## config.mk

```make
export PLATFORM = sky130hd
export DESIGN_NAME = fio_coef
export DESIGN_NICKNAME = d
export VERILOG_FILES = /design/src/fio_pkg.sv /design/src/fio_coef.sv
export SDC_FILE = /design/constraint.sdc
export NUM_CORES = 2
export LEC_CHECK = 0
export BUFFER_PORTS_ARGS = -buffer_cell sky130_fd_sc_hd__buf_2
export CAP_MARGIN = 20
export CORE_AREA = 4 4 639 641
export DETAILED_ROUTE_END_ITERATION = 7
export DIE_AREA = 0 0 643 645
export GPL_TIMING_DRIVEN = 0
export PLACE_DENSITY = 0.57
export SYNTH_ARGS = -nofsm -noshare
export SYNTH_HDL_FRONTEND = slang
export SYNTH_SLANG_ARGS = --single-unit
export TNS_END_PERCENT = 100
```

## constraint.sdc

```tcl
create_clock -name clk -period 2.02 [get_ports clk]
set_input_delay 0.202 -clock clk [delete_from_list [all_inputs] [get_ports clk]]
set_output_delay 0.202 -clock clk [all_outputs]
set_load 0.02 [all_outputs]
```

## src/fio_pkg.sv

```systemverilog
// Shared types and constants for the four-channel FIR block.
`default_nettype none

package fio_pkg;

    localparam int NUM_CH   = 4;
    localparam int SMP_W    = 16;
    localparam int FRAC_W   = 15;
    localparam int S_DATA_W = 40;
    localparam int M_DATA_W = 64;

    localparam logic KIND_SAMPLE = 1'b0;
    localparam logic KIND_COEF   = 1'b1;

    typedef logic signed [SMP_W-1:0] smp_t;
    typedef smp_t [NUM_CH-1:0] coef_row_t;

    // Control from sequencer to the MAC datapath.
    typedef struct packed {
        logic clear;       // zero the accumulators, new sample starts
        logic data_valid;  // registered memory data is a live tap
    } mac_ctrl_t;

endpackage

`default_nettype wire

```

## src/fio_coef.sv

```systemverilog
// Coefficient store: one row of four channels per tap, row valid bits, RMW write.
`default_nettype none

module fio_coef
    import fio_pkg::*;
#(
    parameter int TAPS = 64
) (
    input  wire                         clk,
    input  wire                         rst_n,
    input  wire                         rd_en,
    input  wire  [$clog2(TAPS)-1:0]     rd_addr,
    input  wire                         wr_en,
    input  wire  [$clog2(TAPS)-1:0]     wr_addr,
    input  wire  [1:0]                  wr_channel,
    input  smp_t                        wr_value,
    output coef_row_t                   rd_row
);

    coef_row_t mem [TAPS];

    logic [TAPS-1:0] row_valid_reg;
    logic            valid_q;
    coef_row_t       row_q;
    coef_row_t       merged;

    assign rd_row = valid_q ? row_q : '0;

    // Write merges the new channel into the row read the cycle before.
    always_comb
    begin
        merged             = rd_row;
        merged[wr_channel] = wr_value;
    end

    always_ff @(posedge clk or negedge rst_n)
    begin
        if (!rst_n)
        begin
            row_valid_reg <= '0;
            valid_q       <= 1'b0;
        end
        else
        begin
            if (rd_en)
            begin
                valid_q <= row_valid_reg[rd_addr];
            end
            if (wr_en)
            begin
                row_valid_reg[wr_addr] <= 1'b1;
            end
        end
    end

    always_ff @(posedge clk)
    begin
        if (wr_en)
        begin
            mem[wr_addr] <= merged;
        end
        if (rd_en)
        begin
            row_q <= mem[rd_addr];
        end
    end

endmodule

`default_nettype wire

```

# Word-level counts from Yosys, hierarchy flattened
# Memories as Yosys holds them, arrays and structs flattened. A register that Yosys moved wholly into a read port is not among the register bits.
# Cells that the tools add are included.
word_totals:
  regBits: 65
  mem_bits_rw: 4096
  in_bits: 34
  output_inout_bits: 64
  wordCells: 21
  memories: 1
op_classes:
  order_cmp: 5
  n_mux: 10
  bitwise_logic: 1
  n_reduce_logical: 2
memory_table:
  columns: ["name", "depth", "width", "read_ports", "rd_clocked_by_memory_dff", "write_ports", "line", "source"]
  rows:
  - ["mem", 64, 64, 1, 1, 1, "fio_coef.sv:20", "coef_row_t mem [TAPS];"]
ops:
  columns: ["operator", "n"]
  rows:
  - ["$bwmux 64", 1]
  - ["$mux 64", 1]
  - ["$or 64x64->64", 1]
  - ["$demux 16 s2", 1]
  - ["$mux 16", 1]
  - ["$lt 6x7->1 const B", 2]
  - ["$bmux 1 s6", 1]
  - ["$demux 1 s6", 1]
  - ["$ge 6x1->1 const B", 1]
  - ["$mux 1", 4]
  - ["$lt 2x3->1 const B", 1]
  - ["$ge 2x1->1 const B", 1]
  - ["$logic_and 1x1->1", 2]

# Longest topological paths before layout
logic_depth:
  word_depth: 5
  ltp_mapped: 9
  depth_no_buf: 5

# Least setup slack after synthesis
# No wires, ideal clock.
synth_path:
  path_kind: "input port to flip-flop"
  from: "in wr_addr[3]"
  to: "reg row_valid_reg[48]"
  setup_time_ns: 0.092
  arrival_ns: 5.738
  required_ns: 1.928
  setup_slack_ns: -3.810
  cell_stages: 5
  path_buffers: 1
  path_cell_list: "clkbuf_1 -> nand4b_1 -> or2_2 -> nor3_1 -> or2_2"
synth_via:
  elab_chain_cells: 5
  word_cells_on_any_way: 6
  cone_classes: "2 x order compare; 2 x mux; 1 x bitwise; 1 x reduce/logical"
synth_rtl:
  columns: ["element", "line", "source"]
  rows:
  - ["start: declaration", "fio_coef.sv:14", "input wire [$clog2(TAPS)-1:0] wr_addr,"]
  - ["$lt 6x7->1 (not written as such) or $ge 6x1->1 (tied branches)", "fio_coef.sv:51", "row_valid_reg[wr_addr] <= 1'b1;"]
  - ["$logic_and 1x1->1 (not written as such)", "fio_coef.sv:51", null]
  - ["$mux 1 (not written as such)", "fio_coef.sv:51", null]
  - ["$demux 1 s6 *", "fio_coef.sv:51", null]
  - ["$or 64x64->64 (no line) *", null, null]
  - ["end signal: assignment", "fio_coef.sv:40", "row_valid_reg <= '0;"]
  - ["end signal: indexed assignment", "fio_coef.sv:51", null]
  - ["end: declaration", "fio_coef.sv:22", "logic [TAPS-1:0] row_valid_reg;"]
# Every way passes the cells marked *; elsewhere a longest branch is shown, timed or not.
# A chain may end at the register's enable or synchronous reset.

==> flow_metrics.env <==
export IMPL_drtPass1Iterations=7
export IMPL_worst_setup_path_end_kind="output pin"
export IMPL_viasPerCell=5.66
export IMPL_fin_ws_ps=-364
export IMPL_finalHoldViolations=0
export IMPL_synth_edff_count=4160
export IMPL_p_leak_nw=58.9
export IMPL_synth_area_um2=161000
export IMPL_ys_top_cells_by_area="edfxtp_1 (78%), mux4_2 (18%), dfrtp_1 (1.0%)"
export IMPL_ys_ff_latch=4225
export IMPL_synth_ff_type="edfxtp_1"
export IMPL_drt_iter0_drc=8209
export IMPL_largest_reg_flops=4096
export IMPL_postSynth_asyncResetShare=0.0154
export IMPL_cts_htree_levels=5
export IMPL_clock_skew_ps=34.9
export IMPL_synth_warnings=0
export IMPL_crit_chain="clkbuf_16, clkbuf_16, and2_4, buf_4"
export IMPL_cap_violations=0
export IMPL_ys_types=30
export IMPL_grt_pass1_vias=75212
export IMPL_synth_cells=6385
export IMPL_drc_errors=0
export IMPL_numCtsBuffers=416
export IMPL_final_fill_count=32519
export IMPL_crit_required_ps=1820
export IMPL_peakVddDrop_mv=0.743
export IMPL_hp_class="input pin to flip-flop"
export IMPL_track_usage=0.200
export IMPL_drive_gt1_frac=0.367
export IMPL_post_route_util=0.466
export IMPL_area_growth_pct=16.8
export IMPL_wl_mm=419
export IMPL_ios=98
export IMPL_crit_path_start_kind="flip-flop"
export IMPL_drv_slew=0
export IMPL_portBuffers=87
export IMPL_power_mw=185
export IMPL_synth_fp_nets=6419
export IMPL_grt_remaining_overflow=0
export IMPL_cts_sinks=4225
export IMPL_seq_area_frac_synth=0.788
export IMPL_clockBufferDepth=4
export IMPL_fin_crit_sh=1.18
export IMPL_violations="negative setup slack"
export IMPL_ys_top_cells_by_count="edfxtp_1 (4160), mux4_2 (1289), clkbuf_1 (191)"
export IMPL_clk_pin_slew_ps=60
export IMPL_critical_path_class="flip-flop to output pin"
export IMPL_critPathArrivalTime_ps=2180
export IMPL_start_util=0.399
export IMPL_seq_area_um2=127000
export IMPL_globalplace_congestion=0.887
export IMPL_die_w_um=643
export IMPL_slew_headroom=0.199
export IMPL_rows=233
export IMPL_routedWlPerCell_um=32.8
export IMPL_hpwlAfterDp_mm=297
export IMPL_tightest_slew_ps=1200
export IMPL_crit_fanout=10
export IMPL_max_stage_delay_ps=400
export IMPL_vias=72351
export IMPL_die_height_um=645
export IMPL_layout_nets=7168
export IMPL_syn_area_per_cell_um2=25.1
export IMPL_cts_tree="done"
export IMPL_worst_path_max_delay_cell="dfrtp_2"
export IMPL_die_area_um2=415000
export IMPL_p_per_area_nw_per_um2=986
export IMPL_layout_min_cycle_time_ps=2380
export IMPL_max_freq_mhz=419
export IMPL_cts_root_buf="clkbuf_16"
export IMPL_yosysMostFrequentCell="edfxtp_1"
export IMPL_yosysTopAreaCellShare=0.778
export IMPL_grt_max_degree=65
export IMPL_yosysTopAreaCell="edfxtp_1"
export IMPL_antenna_left=0
export IMPL_rsz0062_at_grt="yes"
export IMPL_path_buf_inv=3
export IMPL_status="finished, violations left"
export IMPL_grt_pass1_wl_mm=581
export IMPL_critPathTopFamily="buffers and inverters"
export IMPL_antenna_found_initial=36
export IMPL_core_um2=402000
export IMPL_path_common_cell="clkbuf_16"
export IMPL_clk_latency_ps=950
export IMPL_setup_viol=1343
export IMPL_multiInputGateArea_um2=33800
-- routing by layer --
layer / global-route usage / up-vias / wire (µm)
met3: 0.0313 / 666 / 27700
met2: 0.355 / 2707 / 221000
met4: 0.0748 / 2 / 17400
met5: 0 / - / 13
li1: - / 29342 / -
met1: 0.246 / 39634 / 153000
-- through the flow --
step / std cells / area, µm² / setup TNS, ps / hold slack, ps / setup slack (ps)
floorplan: 6385 / 161000 / -1879110 / -93.6 / -832
global placement: 11759 / 168000 / - / 446 / -3820
global route: 12760 / 187000 / -76860 / 16.5 / -388
detailed placement: 11964 / 172000 / -8164870 / 233 / -2400
finish: 12772 / 188000 / -66000 / 39.4 / -364
CTS: 12726 / 186000 / -473470 / -40.1 / -475
-- kinds of logic after synthesis --
logic type / Yosys count / share of synthesized area
flops: 4225 / 0.788
mux: 1373 / 0.187
buf+inv: 344 / 0.00918
simple gates: 304 / 0.00957
compound gates: 139 / 0.00650
-- cells in the final DEF (no fill, tap or decap), types with 48 or more instances in the layout --
master,synthesis,layout
clkinv_1,0,105
buf_12,0,181
nor2_4,0,63
dfrtp_1,65,64
buf_6,2,71
clkinv_2,0,72
nand2_1,74,73
mux2_4,0,48
and2_4,0,54
edfxtp_1,4160,4160
clkbuf_16,0,429
buf_4,10,62
clkbuf_4,0,50
a22oi_1,132,59
clkbuf_1,191,173
mux4_2,1289,1289
buf_2,104,69
a22oi_2,0,73
or2_2,65,64
clkbuf_2,0,77
-- tightest hold or removal path, delay by kind of cell --
family	cells	cell delay (ps)
buffers and inverters	2	300
AND/OR/NAND/NOR	2	250
-- report_power, final --
group / total, mW / switching [mW] / internal (mW)
sequential: 99.2 / 0.237 / 99.0
combinational: 12.6 / 8.04 / 4.59
clock: 73.0 / 32.0 / 41.0
-- repair_timing --
item	in CTS	in global routing
hold buffers	13	0
buffers inserted	2	5
hold endpoints to repair	286	0
resized for setup	419	334
cloned	0	1
pin swaps	21	84
setup endpoints to repair	4239	3032
-- path summary, 6_finish.rpt --
path,from,to,slack [ps],cells past startpoint
worst min-delay path,wr_addr[3],mem[39][28],40,4
min in group asynchronous,rst_n,row_valid_reg[13],370,4
worst min register to register,row_valid_reg[49],row_valid_reg[49],460,1
max in group asynchronous,rst_n,row_valid_reg[24],590,5
worst max-delay path,valid_q,rd_row[52],-360,4
worst max register to register,mem[55][38],row_q[38],-200,4
-- area by class of cell --
class / count / share of cell area
sequential: 4225 / 0.675
multi-input combinational: 1816 / 0.180
clock buffer: 531 / 0.0592
tap: 5287 / 0.0353
timing repair buffer: 333 / 0.0292
buffer: 339 / 0.0124
clock inverter: 217 / 0.00841
antenna: 21 / 0.000280
inverter: 3 / 0.0000601
Note: power is estimated with default switching activity, not from simulation.
