## src/fio_pkg.sv

```systemverilog
// Shared types and constants for the four-channel FIR block.
`default_nettype none

package fio_pkg;

    localparam int NUM_CH   = 4;
    localparam int SMP_W    = 16;
    localparam int FRAC_W   = 15;
    localparam int S_DATA_W = 40;
    localparam int M_DATA_W = 64;

    localparam logic KIND_SAMPLE = 1'b0;
    localparam logic KIND_COEF   = 1'b1;

    typedef logic signed [SMP_W-1:0] smp_t;
    typedef smp_t [NUM_CH-1:0] coef_row_t;

    // Control from sequencer to the MAC datapath.
    typedef struct packed {
        logic clear;       // zero the accumulators, new sample starts
        logic data_valid;  // registered memory data is a live tap
    } mac_ctrl_t;

endpackage

`default_nettype wire

```

## src/fio_mac.sv

```systemverilog
// Four multiply-accumulate lanes with final round and saturate.
`default_nettype none

module fio_mac
    import fio_pkg::*;
#(
    parameter int TAPS = 64
) (
    input  wire        clk,
    input  wire        rst_n,
    input  mac_ctrl_t  ctrl,
    input  smp_t       sample,
    input  coef_row_t  row,
    output logic       busy,
    output coef_row_t  result
);

    localparam int PROD_W = 2 * SMP_W;
    localparam int ACC_W  = PROD_W + $clog2(TAPS);

    logic signed [PROD_W-1:0] prod_reg [NUM_CH];
    logic signed [ACC_W-1:0]  acc_reg  [NUM_CH];
    logic                     prod_valid_reg;

    logic signed [ACC_W:0] rnd [NUM_CH];
    logic signed [ACC_W:0] quo [NUM_CH];

    assign busy = prod_valid_reg;

    always_ff @(posedge clk or negedge rst_n)
    begin
        if (!rst_n)
        begin
            prod_valid_reg <= 1'b0;
        end
        else
        begin
            prod_valid_reg <= ctrl.data_valid;
        end
    end

    always_ff @(posedge clk)
    begin
        for (int c = 0; c < NUM_CH; c++)
        begin
            if (ctrl.data_valid)
            begin
                prod_reg[c] <= PROD_W'(sample) * PROD_W'(row[c]);
            end
            if (ctrl.clear)
            begin
                acc_reg[c] <= '0;
            end
            else if (prod_valid_reg)
            begin
                acc_reg[c] <= acc_reg[c] + ACC_W'(prod_reg[c]);
            end
        end
    end

    // Round half up, floor shift by 15, clamp to 16 bits.
    always_comb
    begin
        for (int c = 0; c < NUM_CH; c++)
        begin
            rnd[c] = (ACC_W + 1)'(acc_reg[c]) + (ACC_W + 1)'(1 << (FRAC_W - 1));
            quo[c] = rnd[c] >>> FRAC_W;
            if (quo[c] > $signed((ACC_W + 1)'(32767)))
            begin
                result[c] = 16'sh7FFF;
            end
            else if (quo[c] < -$signed((ACC_W + 1)'(32768)))
            begin
                result[c] = 16'sh8000;
            end
            else
            begin
                result[c] = quo[c][SMP_W-1:0];
            end
        end
    end

endmodule

`default_nettype wire

```

## config.mk

```make
export PLATFORM = sky130hd
export DESIGN_NAME = fio_mac
export DESIGN_NICKNAME = d
export VERILOG_FILES = /design/src/fio_pkg.sv /design/src/fio_mac.sv
export SDC_FILE = /design/constraint.sdc
export NUM_CORES = 2
export LEC_CHECK = 0
export BUFFER_PORTS_ARGS = -buffer_cell sky130_fd_sc_hd__buf_2
export CORE_MARGIN = 2
export CORE_UTILIZATION = 55
export CTS_BUF_LIST = sky130_fd_sc_hd__clkbuf_4
export DETAILED_ROUTE_END_ITERATION = 7
export GPL_ROUTABILITY_DRIVEN = 1
export HOLD_SLACK_MARGIN = 0.1
export PLACE_DENSITY = 0.72
export SLEW_MARGIN = 30
export SYNTH_ARGS = -nofsm -noshare
export SYNTH_HDL_FRONTEND = slang
export SYNTH_SLANG_ARGS = --single-unit
```

## constraint.sdc

```tcl
create_clock -name clk -period 8.9 [get_ports clk]
set_clock_uncertainty 0.05 [all_clocks]
set_input_delay 0.445 -clock clk [delete_from_list [all_inputs] [get_ports clk]]
set_output_delay 0.445 -clock clk [all_outputs]
set_load 0.03 [all_outputs]
```

======== Word-level counts from Yosys, hierarchy flattened ========
Memory sizes are Yosys's and may differ from the RTL's.
Cells that the tools add are included.
word-level totals
  bits in registers ....................... 1
  bits in writable memories ............... 280
  input port bits ......................... 84
  output and inout port bits .............. 65
  word-level logic and storage cells ...... 46
  memories ................................ 2
cells by class
  add/subtract/negate cells ............... 8
  $mul .................................... 4
  magnitude comparators ................... 8
  muxes and demuxes ....................... 19
  bitwise operators ....................... 4
memories
  name      words  bits a word  read ports  clocked after Yosys merged registers in  write ports  RTL line       RTL
  acc_reg   4      38           4           0                                        4            fio_mac.sv:22  logic signed [ACC_W-1:0] acc_reg [NUM_CH];
  prod_reg  4      32           4           0                                        4            fio_mac.sv:21  logic signed [PROD_W-1:0] prod_reg [NUM_CH];
operator list
  kind                    number
  $add 38x16->39 const B  4
  $add 38x32->38          4
  $mux 38                 4
  $mul 16x16->32          4
  $mux 16                 8
  $gt 24x16->1 const B    4
  $lt 24x16->1 const B    4
  $mux 1                  7
  $or 1x1->1              4

======== Logic depth before layout (Yosys ltp) ========
  depth in word-level cells ............... 4
  depth in mapped cells ................... 26
  mapped depth without buffers ............ 24

======== Least setup slack after synthesis ========
No wires, ideal clock.
  kind .................................... input to register
  start ................................... in sample[15]
  end ..................................... mem prod_reg[3][31] (netlist bit), data pin
  library setup time ...................... 263 ps
  arrival time ............................ 6,315 ps
  data required time ...................... 8,587 ps
  slack ................................... 2,273 ps
  stages on the path ...................... 22
  buffers on the path ..................... 2
  cells stage by stage .................... clkbuf_1 buf_1 nand2_1 inv_1 fa_1 fa_1 fa_1 fa_1 fa_1 inv_1 fa_1 inv_1 ha_1 a21o_1 a21o_1 a21o_1 or3_1 o21ai_0 a21oi_1 a22o_1 o41ai_2 xnor2_1
RTL lines
  element             RTL line       RTL
  start: declaration  fio_mac.sv:12  input smp_t sample,
  end: declaration    fio_mac.sv:21

==> flow_summary.yaml <==
status:
  status: "finished, final reports clean"
drt:
  met1_length_um: 60800
  wire_per_inst_um: 18.0
  route.vias.total: 42589
  viasPerCell: 5.56
  highest_layer: "met5"
  drt-total-wl_um: 138000
  route.met3.wl_um: 10000
  met2WireLength_um: 63800
  drtIter0Drc: 2876
  ant_nets: 0
  drc: 0
  drtPass1Iterations: 6
floorplan:
  die_w_um: 328
  die_h_um: 328
  ios: 149
  fp-row-count: 118
  design.core.area_sq_um: 104000
  die_area_sq_um: 108000
  start_util_pct: 55.6
cells_and_area:
  largest_reg_flops: 152
  fillCellCount: 9104
  final_nets: 7827
  fin_cells: 7658
  area_growth_pct: 5.17
  drive_above_1_share_pct: 5.86
cts:
  path_clk_slew_ns: 0.06
  post_cts_resized: 0
  cts_max_level: 3
  clock_sinks: 281
  cts_tree: "yes"
  cts_buffers: 81
  post_cts_buffers: 0
  clk_latency_ns: 0.90
  clk_path_buf_depth: 3
  cts_root_buffer: "clkbuf_4"
sta:
  tightest_slew_ns: 0.939
  min_period_ns: 6.67
  finalCritPeriodShare_pct: 74.9
  drv_slew: 0
  grt_setup_unrepaired: "no"
  max_freq_mhz: 150
  relSlewSlack_pct: 37.4
  setup_viol_count_final: 0
  finalHoldViolCount: 0
  fin_setup_tns_ns: 0
min_path:
  worstHoldPathType: "in2reg"
placed_design:
  gp_congestion: 0.922
  io_buffers: 148
  dpl.hpwl_um: 109000
  dp.cells: 7501
grt:
  grt_pass1_wl_um: 230000
  overflow: 0
  grt_pass1_vias: 44930
  track_usage_pct: 26.7
  grt_start_max_net_pins: 82
  antenna_found_initial: 23
critical_path:
  worstSetupPathType: "in2reg"
  critPathBufInv: 5
  path_max_fanout: 41
  path_cells: "buf_2 > buf_4 > nand2_1 > inv_1 > fa_1 > fa_1 > fa_1 > fa_1 > fa_1 > inv_1 > fa_1 > inv_1 > ha_1 > nand3_1 > nor3_1 > nand3_1 > a31oi_1 > a41o_1 > nor4_1 > a311oi_1"
  end_kind: "flip-flop"
  critPathArrivalTime_ns: 7.35
  startpoint_type: "input port"
  critPathTopFamily: "adder cells"
  cp.required_ns: 9.58
  cpMostUsedCell: "fa_1"
  max_stage_delay_ns: 0.90
  crit_path_top_delay_cell: "fa_1"
logic_synthesis:
  netlist_instances: 6157
  synth-seq-area-share_pct: 14.6
  yosysUniqueCellTypes: 95
  syn_area_sq_um: 57800
  yosysWarnings: 0
  synth-edff-count: 280
  synth-async-reset-ratio_pct: 0.356
  ys_ff_latch: 281
  ys.flop_type: "edfxtp_1"
  avgSynthCellArea_sq_um: 9.39
  synth_nets: 7773
job:
  maxCapViolations: 0
-- worst min-delay path, cell delays in order --
cell,delay [ns]
buf_2,0.31
and2_1,0.19
ha_1,0.13
-- metrics by stage --
step                setup slack, ns  hold slack (ns)  instance area [sq um]  util, %
floorplan                      2.27           0.0994                  57800        -
global placement               1.59            0.169                  59700     57.5
detailed placement             1.38            0.171                  59700     57.5
CTS                            2.35            0.106                  60800     58.5
global route                   1.89            0.206                  60800     58.5
finish                         2.23            0.218                  60800     58.5
-- logic make-up (layout without fill, tap and decap cells) --
kind of cell | count (synthesis) | after routing | synth area share (%)
AO/OA/AOI/OAI | 794 | 794 | 9.02
XOR/XNOR | 291 | 291 | 4.41
adder cells (fa/ha/maj) | 1532 | 1532 | 46.8
buffers and inverters | 1444 | 1553 | 9.42
flip-flops | 281 | 281 | 14.6
multiplexers | 10 | 10 | 0.175
other | 0 | 12 | 0
AND/OR/NAND/NOR | 1805 | 1805 | 15.6
-- synth_stat cells (all sizes together) (8+ instances only) --
| library cell | instances | area, sq um |
|---|---|---|
| inv | 1228 | 4610 |
| fa | 1052 | 21100 |
| nand2 | 628 | 2360 |
| and2 | 512 | 3210 |
| ha | 480 | 6010 |
| nor2 | 285 | 1080 |
| edfxtp | 280 | 8410 |
| a21oi | 234 | 1180 |
| clkbuf | 199 | 747 |
| xnor2 | 186 | 1630 |
| o21ai | 168 | 841 |
| a21o | 108 | 811 |
| xor2 | 105 | 920 |
| nor3 | 83 | 430 |
| nand3 | 69 | 365 |
| o21bai | 46 | 349 |
| nand2b | 42 | 263 |
| and3 | 39 | 244 |
| a211oi | 36 | 285 |
| nand4 | 34 | 219 |
| o21a | 33 | 248 |
| nor2b | 24 | 158 |
| a31oi | 19 | 119 |
| and4 | 19 | 166 |
| buf | 17 | 88.8 |
| or3 | 17 | 106 |
| nor4 | 16 | 136 |
| o31ai | 16 | 139 |
| nor3b | 15 | 123 |
| o211ai | 15 | 113 |
| a31o | 14 | 123 |
| a21boi | 12 | 90.1 |
| a211o | 11 | 96.3 |
| a311oi | 10 | 93.8 |
| mux2i | 9 | 90.1 |
| nand3b | 8 | 60.1 |
| o31a | 8 | 70.1 |
| or2 | 8 | 50.1 |
-- cells in the final DEF (no fill, tap or decap), types with 19 or more instances in the layout --
| cell type | count |
|---|---|
| a211oi_1 | 33 |
| a21o_1 | 108 |
| a21oi_1 | 231 |
| a31oi_1 | 19 |
| and2_1 | 511 |
| and3_1 | 39 |
| and4_1 | 19 |
| buf_2 | 145 |
| buf_4 | 32 |
| clkbuf_4 | 104 |
| edfxtp_1 | 280 |
| fa_1 | 1052 |
| ha_1 | 480 |
| inv_1 | 1228 |
| nand2_1 | 628 |
| nand2b_1 | 41 |
| nand3_1 | 65 |
| nand4_1 | 33 |
| nor2_1 | 283 |
| nor2b_1 | 22 |
| nor3_1 | 80 |
| o21a_1 | 33 |
| o21ai_0 | 148 |
| o21ai_1 | 20 |
| o21bai_1 | 45 |
| xnor2_1 | 186 |
| xor2_1 | 105 |
-- path summary, 6_finish.rpt --
check	cells past startpoint	from	endpoint	slack (ns)
setup reg to reg	10	prod_reg[1][1]$_DFFE_PP_	acc_reg[0][71]$_SDFFCE_PN0P_	5.49
min in group asynchronous	3	rst_n	busy$_DFF_PN0_	0.39
max in group asynchronous	3	rst_n	busy$_DFF_PN0_	8.31
hold / removal	3	row[17]	prod_reg[1][1]$_DFFE_PP_	0.22
hold reg to reg	2	prod_reg[2][0]$_DFFE_PP_	acc_reg[1][0]$_SDFFCE_PN0P_	0.59
setup / recovery	20	sample[15]	prod_reg[1][31]$_DFFE_PP_	2.23
-- metal layers --
metal,track usage [%],vias up
met3,4.73,207
met5,0,-
met1,37.4,21589
met2,43.0,1217
li1,-,19564
met4,7.18,12
-- timing repair --
| item | in CTS | in global routing |
|---|---|---|
| hold buffers | 7 | 0 |
| setup endpoints to repair | 0 | 0 |
| endpoints found under the hold margin | 49 | 0 |
-- final cells by class --
| cell class | instances | area [sq um] | area share (%) |
|---|---|---|---|
| multi-input cells | 4432 | 44000 | 72.3 |
| flip-flops and latches | 281 | 8430 | 13.9 |
| inverters | 1228 | 4610 | 7.58 |
| well taps | 1380 | 1730 | 2.84 |
| repair buffers | 187 | 1080 | 1.77 |
| clock buffers | 104 | 781 | 1.28 |
| clock inverters | 34 | 189 | 0.311 |
| diodes | 12 | 30.0 | 0.0494 |
Power is not shown: default switching activity piles up to over one toggle a cycle in this logic, so the estimate is an artifact.
