==> src/fio_pkg.sv <==
// Shared types and constants for the four-channel FIR block.
`default_nettype none

package fio_pkg;

    localparam int NUM_CH   = 4;
    localparam int SMP_W    = 16;
    localparam int FRAC_W   = 15;
    localparam int S_DATA_W = 40;
    localparam int M_DATA_W = 64;

    localparam logic KIND_SAMPLE = 1'b0;
    localparam logic KIND_COEF   = 1'b1;

    typedef logic signed [SMP_W-1:0] smp_t;
    typedef smp_t [NUM_CH-1:0] coef_row_t;

    // Control from sequencer to the MAC datapath.
    typedef struct packed {
        logic clear;       // zero the accumulators, new sample starts
        logic data_valid;  // registered memory data is a live tap
    } mac_ctrl_t;

endpackage

`default_nettype wire

==> src/fio_delay.sv <==
// Sample delay line: circular buffer memory with head pointer and fill count.
`default_nettype none

module fio_delay
    import fio_pkg::*;
#(
    parameter int TAPS = 64
) (
    input  wire                         clk,
    input  wire                         rst_n,
    input  wire                         wr_en,
    input  smp_t                        wr_data,
    input  wire                         rd_en,
    input  wire  [$clog2(TAPS)-1:0]     rd_age,
    output smp_t                        rd_data
);

    localparam int TAP_W = $clog2(TAPS);
    localparam int CNT_W = $clog2(TAPS + 1);

    smp_t mem [TAPS];

    logic [TAP_W-1:0] head_reg;
    logic [TAP_W-1:0] head_next;
    logic [CNT_W-1:0] fill_reg;
    logic             live_reg;
    smp_t             rd_q;

    logic [TAP_W:0]   diff;
    logic [TAP_W:0]   wrap;
    logic [TAP_W-1:0] rd_addr;

    assign head_next = (head_reg == TAP_W'(TAPS - 1)) ? '0 : head_reg + 1'b1;

    // Address of the sample rd_age items older than the newest one.
    assign diff    = {1'b0, head_reg} - {1'b0, rd_age};
    assign wrap    = diff + (TAP_W + 1)'(TAPS);
    assign rd_addr = diff[TAP_W] ? wrap[TAP_W-1:0] : diff[TAP_W-1:0];

    always_ff @(posedge clk or negedge rst_n)
    begin
        if (!rst_n)
        begin
            head_reg <= '0;
            fill_reg <= '0;
            live_reg <= 1'b0;
        end
        else
        begin
            if (wr_en)
            begin
                head_reg <= head_next;
                if (fill_reg < CNT_W'(TAPS))
                begin
                    fill_reg <= fill_reg + 1'b1;
                end
            end
            if (rd_en)
            begin
                live_reg <= CNT_W'(rd_age) < fill_reg;
            end
        end
    end

    always_ff @(posedge clk)
    begin
        if (wr_en)
        begin
            mem[head_next] <= wr_data;
        end
        if (rd_en)
        begin
            rd_q <= mem[rd_addr];
        end
    end

    // Entries never written read as zero.
    assign rd_data = live_reg ? rd_q : '0;

endmodule

`default_nettype wire

==> config.mk <==
export PLATFORM = sky130hd
export DESIGN_NAME = fio_delay
export DESIGN_NICKNAME = d
export VERILOG_FILES = /design/src/fio_pkg.sv /design/src/fio_delay.sv
export SDC_FILE = /design/constraint.sdc
export NUM_CORES = 1
export LEC_CHECK = 0
export ABC_CLOCK_PERIOD_IN_PS = 7000
export BUFFER_PORTS_ARGS = -buffer_cell sky130_fd_sc_hd__buf_2
export CELL_PAD_IN_SITES_DETAIL_PLACEMENT = 0
export CELL_PAD_IN_SITES_GLOBAL_PLACEMENT = 2
export CORE_MARGIN = 2
export CORE_UTILIZATION = 45
export DETAILED_ROUTE_END_ITERATION = 10
export PLACE_DENSITY_LB_ADDON = 0.1
export SETUP_SLACK_MARGIN = 0.02
export SLEW_MARGIN = 15
export SYNTH_ARGS = -nofsm -noshare
export SYNTH_HDL_FRONTEND = slang
export SYNTH_SLANG_ARGS = --single-unit
export TNS_END_PERCENT = 30
==> constraint.sdc <==
create_clock -name clk -period 7 [get_ports clk]
set_clock_uncertainty 0.05 [all_clocks]
set_input_delay 0.7 -clock clk [delete_from_list [all_inputs] [get_ports clk]]
set_output_delay 0.7 -clock clk [all_outputs]
set_load 0.01 [all_outputs]
## Yosys cells after proc, flatten, opt, wreduce, memory -nomap -nowiden

Memories as Yosys holds them, arrays and structs flattened. A register that Yosys moved wholly into a read port is not among the register bits.
Index checks and enable logic that the tools add are counted.
Widths: inputs -> output; s select.

- Reduce and logical (&&, ||, !) cells: 1
- Equality and inequality tests: 1
- Order comparisons: 2
- Multiplexer cells: 5
- $add $sub $neg: 4

Operators by type and width:

| kind | number |
|---|---|
| $mux 16 | 1 |
| $add 6x1->6 const B | 2 |
| $mux 6 | 2 |
| $add 7x1->7 const B | 1 |
| $lt 6x7->1 | 1 |
| $lt 7x7->1 const B | 1 |
| $sub 6x6->7 | 1 |
| $eq 6x6->1 const B | 1 |
| $mux 1 | 2 |
| $reduce_and 2->1 | 1 |

- Bits in writable memories: 1024
- Flip-flop bits (word level): 14
- Logic and storage cells: 17
- Memories: 1

Memory list:

| name | words | bits a word | rd ports | clocked after Yosys merged registers in | write ports | RTL line | source |
|---|---|---|---|---|---|---|---|
| mem | 64 | 16 | 1 | 1 | 1 | fio_delay.sv:21 | `smp_t mem [TAPS];` |

## Longest topological paths before layout

Gate-level depths: netlist of the first run.

- Depth after elaboration: 3
- Depth in mapped cells: 11
- Depth with buffers taken out: 10

## Worst setup path after synthesis of the first run

Ideal clock, no wire load.

- Kind: input port to flip-flop
- From: input port rd_age[0]
- To: register rd_q[0], read port of mem, data pin
- Path slack: 3.573 ns
- Library setup time: 0.283 ns
- Stages on the path: 8
- Arrival: 3.093 ns
- Cells stage by stage: ha_1 > fa_1 > buf_1 > clkbuf_1 > mux4_2 > mux4_2 > mux2i_1 > mux2i_1

- Longest elaborated chain between the ends: 3

Ends and longest elaborated chain:

| element | RTL line | source |
|---|---|---|
| start: declaration | fio_delay.sv:14 | `input wire [$clog2(TAPS)-1:0] rd_age,` |
| $sub 6x6->7 * | fio_delay.sv:36 | `assign diff = {1'b0, head_reg} - {1'b0, rd_age};` |
| $add 6x1->6 | fio_delay.sv:37 | `assign wrap = diff + (TAP_W + 1)'(TAPS);` |
| $mux 6 * | fio_delay.sv:38 | `assign rd_addr = diff[TAP_W] ? wrap[TAP_W-1:0] : diff[TAP_W-1:0];` |
| end: declaration | fio_delay.sv:27 | `smp_t rd_q;` |

Every way passes the cells marked *; elsewhere a longest branch is shown, timed or not.
A chain may end at the register's enable or synchronous reset.

## Final worst setup path of the first run

- From: register head_reg[0]
- To: register rd_q[13], read port of mem, data pin

- Longest elaborated chain between the ends: 3

Ends and longest elaborated chain:

| element | RTL line | source |
|---|---|---|
| start: declaration | fio_delay.sv:23 | `logic [TAP_W-1:0] head_reg;` |
| start signal: assignment | fio_delay.sv:52 | `head_reg <= head_next;` |
| $sub 6x6->7 * | fio_delay.sv:36 |  |
| $add 6x1->6 | fio_delay.sv:37 |  |
| $mux 6 * | fio_delay.sv:38 |  |

Marked as above.

==> results.json, run 1 <==
{
  "run_status": "finished clean",
  "synth.net_count": 1757,
  "finalSetupViolCount": 0,
  "crit_path_start_kind": "flop",
  "clock_buffers_created_by_tritoncts": 109,
  "cts_repair_resize_count": 0,
  "synthesized_instance_count": 1718,
  "worstSetupPathType": "flop to flop",
  "core.rowCount": 110,
  "synth_area_leaders": "sky130_fd_sc_hd__edfxtp_1, sky130_fd_sc_hd__mux4_2, sky130_fd_sc_hd__mux2i_1",
  "globalRouteOverflowTotal": 0,
  "synth-seq-cells": 1054,
  "drv_slew": 0,
  "die_w_um": 305.4,
  "yosysSeqAreaShare": 0.7724,
  "first_pass_grt_wire_length_mm": 145.3,
  "worst_path_max_fanout": 42,
  "min_to": "head_reg[1]",
  "cts_hold_buffers": 1,
  "vias_in_the_first_global_route": 19273,
  "worst_ep_arrival_time_ns": 4.92,
  "finalNetCount": 1908,
  "number_of_drc_markers_after_the_initial_detailed_route_iteration": 1951,
  "min-delay-path-class": "input port to flop",
  "yosys.cell_count.top_type": "sky130_fd_sc_hd__edfxtp_1",
  "port_buffers": 41,
  "yosysTopAreaCellShare": 0.7639,
  "io_pins": 42,
  "path_delay_family": "multiplexers",
  "grt_antenna_before_repair": 4,
  "fin_crit_sh": 0.6559,
  "crit_path_top_delay_cell": "sky130_fd_sc_hd__fa_4",
  "drive_above_1_share": 0.3241,
  "final_hold_viol_count": 0,
  "static-leakage-power_uw": 0.01467,
  "grt_use_total": 0.2234,
  "h-tree-depth": 3,
  "tritoncts_clock_tree": "done",
  "max_slew.worst_pin.slew_ns": 1.181,
  "drt_pass1_iterations": 5,
  "route.detailed.drc": 0,
  "grt_start_max_net_pins": 69,
  "synth.top_cells.by_count": "sky130_fd_sc_hd__edfxtp_1, sky130_fd_sc_hd__mux4_2, sky130_fd_sc_hd__nor2_1",
  "synth.largest_area_cell": "sky130_fd_sc_hd__edfxtp_1",
  "relSlewSlack": 0.2125,
  "critical_path.n_buffers_inverters": 3,
  "layout_setup_ws_ns": 2.409,
  "clock.fmax_mhz": 217.8,
  "die_h_um": 305.4,
  "async_set_or_reset_register_ratio_after_synthesis": 0.01328,
  "number_of_buffers_on_the_longest_clock_path": 3,
  "rr_startpoint": "head_reg[0]",
  "synthToLayoutAreaGrowth_pct": 13.66,
  "synthFlopType": "sky130_fd_sc_hd__edfxtp_1",
  "max_cap_viol_count": 0,
  "synth_cell_types": 39,
  "post_synth.cell_area_avg_sq_um": 23.80,
  "mappedNetlistArea_sq_um": 40880,
  "root_buffer": "sky130_fd_sc_hd__clkbuf_16",
  "crit_path_cell_trace": "inv_1 -> ha_4 -> fa_4 -> buf_12 -> buf_4 -> mux4_2 -> mux4_2 -> mux2i_1 -> mux2i_1",
  "clk_pin_slew_worst_paths_ns": 0.06,
  "worstSetupEndpointType": "flop",
  "postRouteAntennaNets": 0,
  "vdd.ir_drop.worst_mv": 0.3934,
  "vias_per_cell": 5.904,
  "grt_setup_unrepaired": "no",
  "totalNegativeSetupSlack_ns": 0,
  "setup_slack_on_the_worst_flop_to_flop_path_ns": 2.41,
  "filler_cell_count": 7063,
  "min_delay_path_depth": 2,
  "largest_reg_flops": 1024,
  "num_vias": 18484,
  "start_util": 0.4542,
  "ff2ff_path_depth": 9,
  "place.gp.congestion": 0.7379,
  "core_area_sq_um": 90010,
  "place_worst_setup_slack_ns": 2.108,
  "clock_sink_count": 1054,
  "timing.critical_path.slowest_cell_delay_ns": 1.27,
  "routed_wirelength_mm": 102.3,
  "worst_flop_to_flop_path_endpoint": "rd_q[13]",
  "timing.critical_path.required_ns": 7.33,
  "dp_hpwl_mm": 54.02,
  "cell_area_power_density_nw_per_um2": 399.0,
  "die_area_sq_um": 93280,
  "hold_start": "wr_en",
  "synth-warning-count": 0,
  "critical_path_origin": "head_reg[0]",
  "worst_skew_pair.late_latency_ns": 0.65,
  "wire_per_inst_um": 32.66,
  "number_of_setup_buffers_added_after_cts": 0,
  "layout_min_cycle_time_ns": 4.591,
  "total_power_uw": 18540,
  "synth_edf_count": 1040
}
==> worst reg2reg max path, delay by kind of cell (launching register included) <==
family,cells,cell delay (ns)
fa+ha+maj,2,1.48
mux,4,1.56
buf+inv,3,0.86
flops,1,0.38
==> logic make-up after synthesis <==
logic type	count (synthesis)	share of synthesized area
multiplexers	370	0.1885
adder cells (fa/ha/maj)	13	0.004162
XOR/XNOR	14	0.003367
AO/OA/AOI/OAI	34	0.005387
flip-flops	1054	0.7724
buffers and inverters	98	0.01132
AND/OR/NAND/NOR	135	0.01481
==> per-stage QoR <==
stage | hold WS, ns | instances | util | instance area, sq um
floorplan | 0.3544 | 1718 | - | 40880
global route | 0.3724 | 3129 | 0.5162 | 46460
CTS | 0.3267 | 3129 | 0.5160 | 46440
global placement | 0.4410 | 2933 | 0.4782 | 43040
finish | 0.3560 | 3131 | 0.5163 | 46470
detailed placement | 0.4427 | 2933 | 0.4782 | 43040
==> cells in the final DEF (no fill, tap or decap), types with 4 or more instances in the layout <==
master	instances
sky130_fd_sc_hd__nand3_1	4
sky130_fd_sc_hd__clkinv_1	27
sky130_fd_sc_hd__dfrtp_1	14
sky130_fd_sc_hd__nor2_2	35
sky130_fd_sc_hd__xnor2_1	7
sky130_fd_sc_hd__ha_1	11
sky130_fd_sc_hd__nor3_1	4
sky130_fd_sc_hd__inv_1	14
sky130_fd_sc_hd__nand4_1	5
sky130_fd_sc_hd__mux4_2	320
sky130_fd_sc_hd__clkbuf_16	111
sky130_fd_sc_hd__a21oi_1	6
sky130_fd_sc_hd__mux2i_1	50
sky130_fd_sc_hd__buf_12	7
sky130_fd_sc_hd__and2_1	17
sky130_fd_sc_hd__nand2b_1	5
sky130_fd_sc_hd__nor2_1	31
sky130_fd_sc_hd__buf_4	83
sky130_fd_sc_hd__nor2_4	6
sky130_fd_sc_hd__o21ai_0	8
sky130_fd_sc_hd__nand2_1	20
sky130_fd_sc_hd__edfxtp_1	1040
sky130_fd_sc_hd__a21o_1	8
sky130_fd_sc_hd__buf_2	33
sky130_fd_sc_hd__clkbuf_1	26
sky130_fd_sc_hd__clkinv_2	18
sky130_fd_sc_hd__bufinv_16	10
==> worst max-delay path by stage <==
stage,slack [ns],depth (start not counted),to
floorplan,3.57,8,rd_q[0]
CTS,2.33,9,rd_q[8]
detailed placement,2.11,9,rd_q[8]
global route,2.27,9,rd_q[13]
global placement,2.06,9,rd_q[8]
finish,2.41,9,rd_q[13]
==> report_power, final <==
group / switching, uW / internal (uW)
registers: 212 / 7300
clock network: 2310 / 3250
logic: 3190 / 2290
total: 5710 / 12800
==> area by class of cell <==
cell class | count | area, sq um | share of cell area
antenna | 2 | 5.005 | 0.0001077
clock buffer | 137 | 2875 | 0.06187
clock inverter | 58 | 515.5 | 0.01109
inverter | 14 | 52.55 | 0.001131
multi-input combinational | 566 | 9031 | 0.1943
sequential | 1054 | 31580 | 0.6796
tap | 1176 | 1471 | 0.03166
timing repair buffer | 124 | 938.4 | 0.02019
==> routing by layer <==
metal,up-vias,track usage,routed length (um)
li1,7637,-,-
met1,10186,0.3245,44740
met2,545,0.3542,49220
met3,112,0.04042,6338
met4,4,0.05636,1939
met5,-,0,20
Note: power is estimated with default switching activity, not from simulation.
==> run 2, diff against run 1 <==
--- a/config.mk
+++ b/config.mk
@@ -5,7 +5,7 @@
 export SDC_FILE = /design/constraint.sdc
 export NUM_CORES = 1
 export LEC_CHECK = 0
-export ABC_CLOCK_PERIOD_IN_PS = 7000
+export ABC_CLOCK_PERIOD_IN_PS = 4540
 export BUFFER_PORTS_ARGS = -buffer_cell sky130_fd_sc_hd__buf_2
 export CELL_PAD_IN_SITES_DETAIL_PLACEMENT = 0
 export CELL_PAD_IN_SITES_GLOBAL_PLACEMENT = 2
==> constraint.sdc (replaced) <==
create_clock -name clk -period 4.54 [get_ports clk]
set_clock_uncertainty 0.05 [all_clocks]
set_input_delay 0.454 -clock clk [delete_from_list [all_inputs] [get_ports clk]]
set_output_delay 0.454 -clock clk [all_outputs]
set_load 0.01 [all_outputs]
==> run 2 against run 1 <==
Net effect:
- global-route usage fell by 0.18 points
- sequential share of layout area fell by 0.36 points
- combinational power rose by 58%
- count of clock-buffer cells in the layout fell by 6
- critical path type unchanged
==> results.json, run 2 (same netlist as run 1, synthesis figures left out) <==
{
  "run_status": "finished clean",
  "layout_min_cycle_time_ns": 4.199,
  "grt_antenna_before_repair": 6,
  "first_pass_grt_wire_length_mm": 143.7,
  "vdd.ir_drop.worst_mv": 0.4695,
  "tritoncts_clock_tree": "done",
  "vias_in_the_first_global_route": 19274,
  "vias_per_cell": 5.891,
  "max_slew.worst_pin.slew_ns": 1.125,
  "clock_power_share": 0.297,
  "route.detailed.drc": 0,
  "globalRouteOverflowTotal": 0,
  "final_hold_viol_count": 0,
  "wire_per_inst_um": 31.95,
  "core_area_sq_um": 90010,
  "start_util": 0.4542,
  "mostFrequentLayoutCell": "sky130_fd_sc_hd__edfxtp_1",
  "largest_reg_flops": 1024,
  "clock.fmax_mhz": 238.1,
  "clock_buffers_created_by_tritoncts": 108,
  "dpl.cell_count": 2958,
  "synthToLayoutAreaGrowth_pct": 14.27,
  "power.net_switching_uw": 8811,
  "postRouteAntennaNets": 0,
  "drt_pass1_iterations": 5,
  "drive_above_1_share": 0.3365,
  "final_cell_mix": "sky130_fd_sc_hd__edfxtp_1, sky130_fd_sc_hd__mux4_2, sky130_fd_sc_hd__clkbuf_16, sky130_fd_sc_hd__buf_4, sky130_fd_sc_hd__mux2i_1",
  "grt_start_max_net_pins": 79,
  "die_area_sq_um": 93280,
  "worst_ep_arrival_time_ns": 4.54,
  "grt_setup_unrepaired": "no",
  "filler_cell_count": 7044,
  "static-leakage-power_uw": 0.01483,
  "die_w_um": 305.4,
  "worst_path_max_fanout": 47,
  "cts_repair_resize_count": 0,
  "finalNetCount": 1932,
  "clk_pin_slew_worst_paths_ns": 0.06,
  "max_cap_viol_count": 0,
  "timing.critical_path.required_ns": 4.88,
  "worst_skew_pair.late_latency_ns": 0.69,
  "pwr-share-seq": 0.402,
  "worstSetupPathType": "flop to flop",
  "root_buffer": "sky130_fd_sc_hd__clkbuf_16",
  "finalSetupViolCount": 0,
  "cell_area_power_density_nw_per_um2": 614.8,
  "final_cells": 3157,
  "comb_power_share": 0.301,
  "internal-power_uw": 19910,
  "fin_crit_sh": 0.9249,
  "drv_slew": 0,
  "finalCoreUtilization": 0.5190,
  "number_of_drc_markers_after_the_initial_detailed_route_iteration": 1776,
  "place.gp.congestion": 0.7346,
  "dp_hpwl_mm": 54.27,
  "crit_path_start_kind": "flop",
  "io_pins": 42,
  "multiInputGateArea_sq_um": 9001,
  "port_buffers": 41,
  "clock_sink_count": 1054,
  "h-tree-depth": 3,
  "core.rowCount": 110,
  "regArea_sq_um": 31580,
  "num_vias": 18597,
  "worstSetupEndpointType": "flop",
  "min-delay-path-class": "input port to flop",
  "power.share.switching": 0.3068,
  "die_h_um": 305.4,
  "number_of_buffers_on_the_longest_clock_path": 3,
  "grt_use_total": 0.2216,
  "totalNegativeSetupSlack_ns": 0,
  "relSlewSlack": 0.2499,
  "routed_wirelength_mm": 100.9
}
## run 2: changes by cell type in the layout (fill, tap and decap cells not counted), moves of 2 or more
cell,previous run,this run
sky130_fd_sc_hd__buf_12,7,15
sky130_fd_sc_hd__clkinv_1,27,25
sky130_fd_sc_hd__buf_2,33,35
sky130_fd_sc_hd__clkinv_2,18,22
sky130_fd_sc_hd__inv_6,1,4
sky130_fd_sc_hd__clkbuf_1,26,21
sky130_fd_sc_hd__buf_4,83,98
sky130_fd_sc_hd__nor2_4,6,0
sky130_fd_sc_hd__nor2_2,35,41
## run 2: worst paths after layout
path                              from           to  slack, ns  cells past startpoint
max in group asynchronous        rst_n  head_reg[4]       4.01                      2
setup / recovery           head_reg[0]      rd_q[4]       0.34                      9
min in group asynchronous        rst_n  fill_reg[0]       0.16                      2
hold / removal                   wr_en  head_reg[1]        0.1                      2
setup reg to reg           head_reg[0]      rd_q[4]       0.34                      9
hold reg to reg            fill_reg[4]  fill_reg[4]       0.45                      1
## run 2: power groups by stage
stage	combinational (uW)	sequential, uW	clock [uW]
6_report	8660	11500	8530
5_1_grt	9160	11600	9070
4_1_cts	8850	11500	8720
3_5_place_dp	8830	11700	0
3_3_place_gp	8810	11700	0
2_1_floorplan	5260	11500	0
## run 2: layout make-up
class | count | share of cell area
clock buffers | 131 | 0.06061
well taps | 1176 | 0.03149
flip-flops and latches | 1054 | 0.6760
clock inverters | 65 | 0.01192
diodes | 2 | 0.0001071
inverters | 14 | 0.001125
multi-input cells | 566 | 0.1927
repair buffers | 149 | 0.02614
## run 2: metal layers
layer / vias up / wire length, um / share of wire / global-route usage
met5: - / 0 / 0 / 0
met4: 0 / 2049 / 0.020 / 0.05132
met3: 125 / 6199 / 0.061 / 0.04583
met2: 548 / 48360 / 0.48 / 0.3499
met1: 10229 / 44270 / 0.44 / 0.3209
li1: 7695 / - / - / -
## run 2: critical path, stage by stage (launching register included)
cell	delay, ns
sky130_fd_sc_hd__dfrtp_1	0.39
sky130_fd_sc_hd__inv_1	0.13
sky130_fd_sc_hd__ha_4	0.19
sky130_fd_sc_hd__fa_4	0.83
sky130_fd_sc_hd__buf_12	0.29
sky130_fd_sc_hd__buf_12	0.32
sky130_fd_sc_hd__mux4_2	0.37
sky130_fd_sc_hd__mux4_2	0.54
sky130_fd_sc_hd__mux2i_1	0.54
sky130_fd_sc_hd__mux2i_1	0.15
## run 2: what timing repair did
item | in CTS | in global routing
hold endpoints to repair | 14 | 0
setup buffers | 0 | 0
hold buffers | 1 | 0
## run 2: metrics by stage
| stage | power, uW | cell area (sq um) | setup slack, ns | hold WS [ns] |
|---|---|---|---|---|
| floorplan | 16800 | 40880 | 1.359 | 0.1084 |
| global placement | 20550 | 43300 | 0.1534 | 0.3263 |
| detailed placement | 20570 | 43300 | 0.2162 | 0.3335 |
| CTS | 29110 | 46700 | 0.2458 | 0.05284 |
| global route | 29810 | 46710 | 0.1847 | 0.08121 |
| finish | 28720 | 46720 | 0.3409 | 0.09885 |
==> run 3, diff against run 2 <==
--- a/config.mk
+++ b/config.mk
@@ -11,6 +11,7 @@
 export CELL_PAD_IN_SITES_GLOBAL_PLACEMENT = 2
 export CORE_MARGIN = 2
 export CORE_UTILIZATION = 45
+export CTS_BUF_LIST = sky130_fd_sc_hd__clkbuf_4 sky130_fd_sc_hd__clkbuf_8
 export DETAILED_ROUTE_END_ITERATION = 10
 export PLACE_DENSITY_LB_ADDON = 0.1
 export SETUP_SLACK_MARGIN = 0.02
==> run 3 against run 2 <==
Net effect:
- cell area barely moved
- first-iteration DRC count rose by 6.0%
- sequential cell count did not move
- register-to-register slack barely moved
- critical path type unchanged
- largest cell class unchanged
- highest routed layer is now met5
==> results.json, run 3 (same netlist as run 1, synthesis figures left out) <==
{
  "run_status": "finished clean",
  "core.rowCount": 110,
  "clock_sink_count": 1054,
  "io_pins": 42,
  "routed_wirelength_mm": 102.7,
  "die_w_um": 305.4,
  "final_hold_viol_count": 0,
  "max_slew.worst_pin.slew_ns": 1.162,
  "port_buffers": 41,
  "vias_in_the_first_global_route": 19991,
  "total_power_uw": 28240,
  "finalNetCount": 2001,
  "vias_per_cell": 5.794,
  "crit_path_top_delay_cell": "sky130_fd_sc_hd__fa_4",
  "filler_cell_count": 7109,
  "start_util": 0.4542,
  "max_cap_viol_count": 0,
  "relSlewSlack": 0.2255,
  "worst_path_max_fanout": 47,
  "core_area_sq_um": 90010,
  "worstSetupPathType": "flop to flop",
  "postRouteAntennaNets": 0,
  "drive_above_1_share": 0.3727,
  "finalCoreUtilization": 0.5186,
  "timing.critical_path.slowest_cell_delay_ns": 0.83,
  "dp_hpwl_mm": 54.27,
  "min-delay-path-class": "input port to flop",
  "crit_path_cell_trace": "inv_1 -> ha_4 -> fa_4 -> buf_12 -> buf_12 -> mux4_2 -> mux4_2 -> mux2i_1 -> mux2i_1",
  "clock.fmax_mhz": 237.8,
  "timing.critical_path.required_ns": 5.02,
  "drt_pass1_iterations": 5,
  "worst_ep_arrival_time_ns": 4.69,
  "grt_start_max_net_pins": 79,
  "synthToLayoutAreaGrowth_pct": 14.18,
  "static-leakage-power_uw": 0.01492,
  "fin_crit_sh": 0.9264,
  "tritoncts_clock_tree": "done",
  "finalSetupViolCount": 0,
  "die_h_um": 305.4,
  "drv_slew": 0,
  "route.detailed.drc": 0,
  "h-tree-depth": 4,
  "worst_skew_pair.late_latency_ns": 0.84,
  "grt_use_total": 0.2261,
  "grt_setup_unrepaired": "no",
  "final.hold.worst_slack_ns": 0.1141,
  "mostFrequentLayoutCell": "sky130_fd_sc_hd__edfxtp_1",
  "worstSetupEndpointType": "flop",
  "layout_min_cycle_time_ns": 4.206,
  "totalNegativeSetupSlack_ns": 0,
  "largest_reg_flops": 1024,
  "root_buffer": "sky130_fd_sc_hd__clkbuf_8",
  "grt_antenna_before_repair": 7,
  "vdd.ir_drop.worst_mv": 0.5285,
  "wire_per_inst_um": 31.38,
  "globalRouteOverflowTotal": 0,
  "final_cell_mix": "sky130_fd_sc_hd__edfxtp_1, sky130_fd_sc_hd__mux4_2, sky130_fd_sc_hd__clkbuf_8, sky130_fd_sc_hd__buf_4, sky130_fd_sc_hd__clkbuf_4",
  "clk_pin_slew_worst_paths_ns": 0.06,
  "die_area_sq_um": 93280,
  "cell_area_power_density_nw_per_um2": 604.8,
  "number_of_buffers_on_the_longest_clock_path": 3,
  "place.gp.congestion": 0.7346,
  "crit_path_start_kind": "flop",
  "number_of_drc_markers_after_the_initial_detailed_route_iteration": 1882,
  "first_pass_grt_wire_length_mm": 146.1,
  "num_vias": 18959,
  "clock_buffers_created_by_tritoncts": 174
}
[run 3: layer usage]
metal | vias to the layer above | global-route usage | share of wire
li1 | 7844 | - | -
met1 | 10369 | 0.3207 | 0.44
met2 | 612 | 0.3564 | 0.48
met3 | 132 | 0.05144 | 0.064
met4 | 2 | 0.06129 | 0.018
met5 | - | 0 | 0.00013
[run 3: cell type report]
| cell class | count | area (sq um) | area share |
|---|---|---|---|
| Inverter | 14 | 52.55 | 0.001126 |
| Multi-Input combinational cell | 566 | 9001 | 0.1928 |
| Sequential cell | 1054 | 31580 | 0.6765 |
| Clock inverter | 66 | 396.6 | 0.008496 |
| Clock buffer | 241 | 2923 | 0.06261 |
| Antenna cell | 3 | 7.507 | 0.0001608 |
| Tap cell | 1176 | 1471 | 0.03152 |
| Timing Repair Buffer | 152 | 1251 | 0.02680 |
[run 3: metrics by stage]
stage	instances	setup WS, ns	instance area (sq um)
final	3272	0.3341	46680
after global routing	3270	0.1849	46680
after CTS	3269	0.2394	46660
after detailed placement	2958	0.2162	43300
after global placement	2958	0.1534	43300
after floorplan	1718	1.359	40880
[run 3: final timing paths]
kind / startpoint / endpoint / slack, ns / cells after the start
worst max-delay path: head_reg[0] / rd_q[4] / 0.33 / 9
min in group asynchronous: rst_n / fill_reg[1] / 0.69 / 3
worst min register to register: fill_reg[4] / fill_reg[4] / 0.46 / 1
worst min-delay path: wr_data[1] / mem[32][1] / 0.11 / 1
worst max register to register: head_reg[0] / rd_q[4] / 0.33 / 9
max in group asynchronous: rst_n / head_reg[3] / 3.28 / 3
[run 3: timing repair]
| item | in CTS | in global routing |
|---|---|---|
| resized for setup | 0 | 0 |
| hold buffers | 4 | 0 |
| buffers inserted | 0 | 0 |
| hold endpoints to repair | 22 | 0 |
[run 3: worst max-delay path: cells and delay by family (launching register included)]
kind / cells / cell delay, ns
fa+ha+maj: 2 / 1.02
buf+inv: 3 / 0.76
flops: 1 / 0.39
mux: 4 / 1.63
[run 3: power breakdown]
group	switching, uW	internal, uW	leakage, uW	total (uW)
sequential	281	11300	0.00954	11500
clock	3690	4320	0.00174	8010
combinational	4950	3740	0.00364	8690
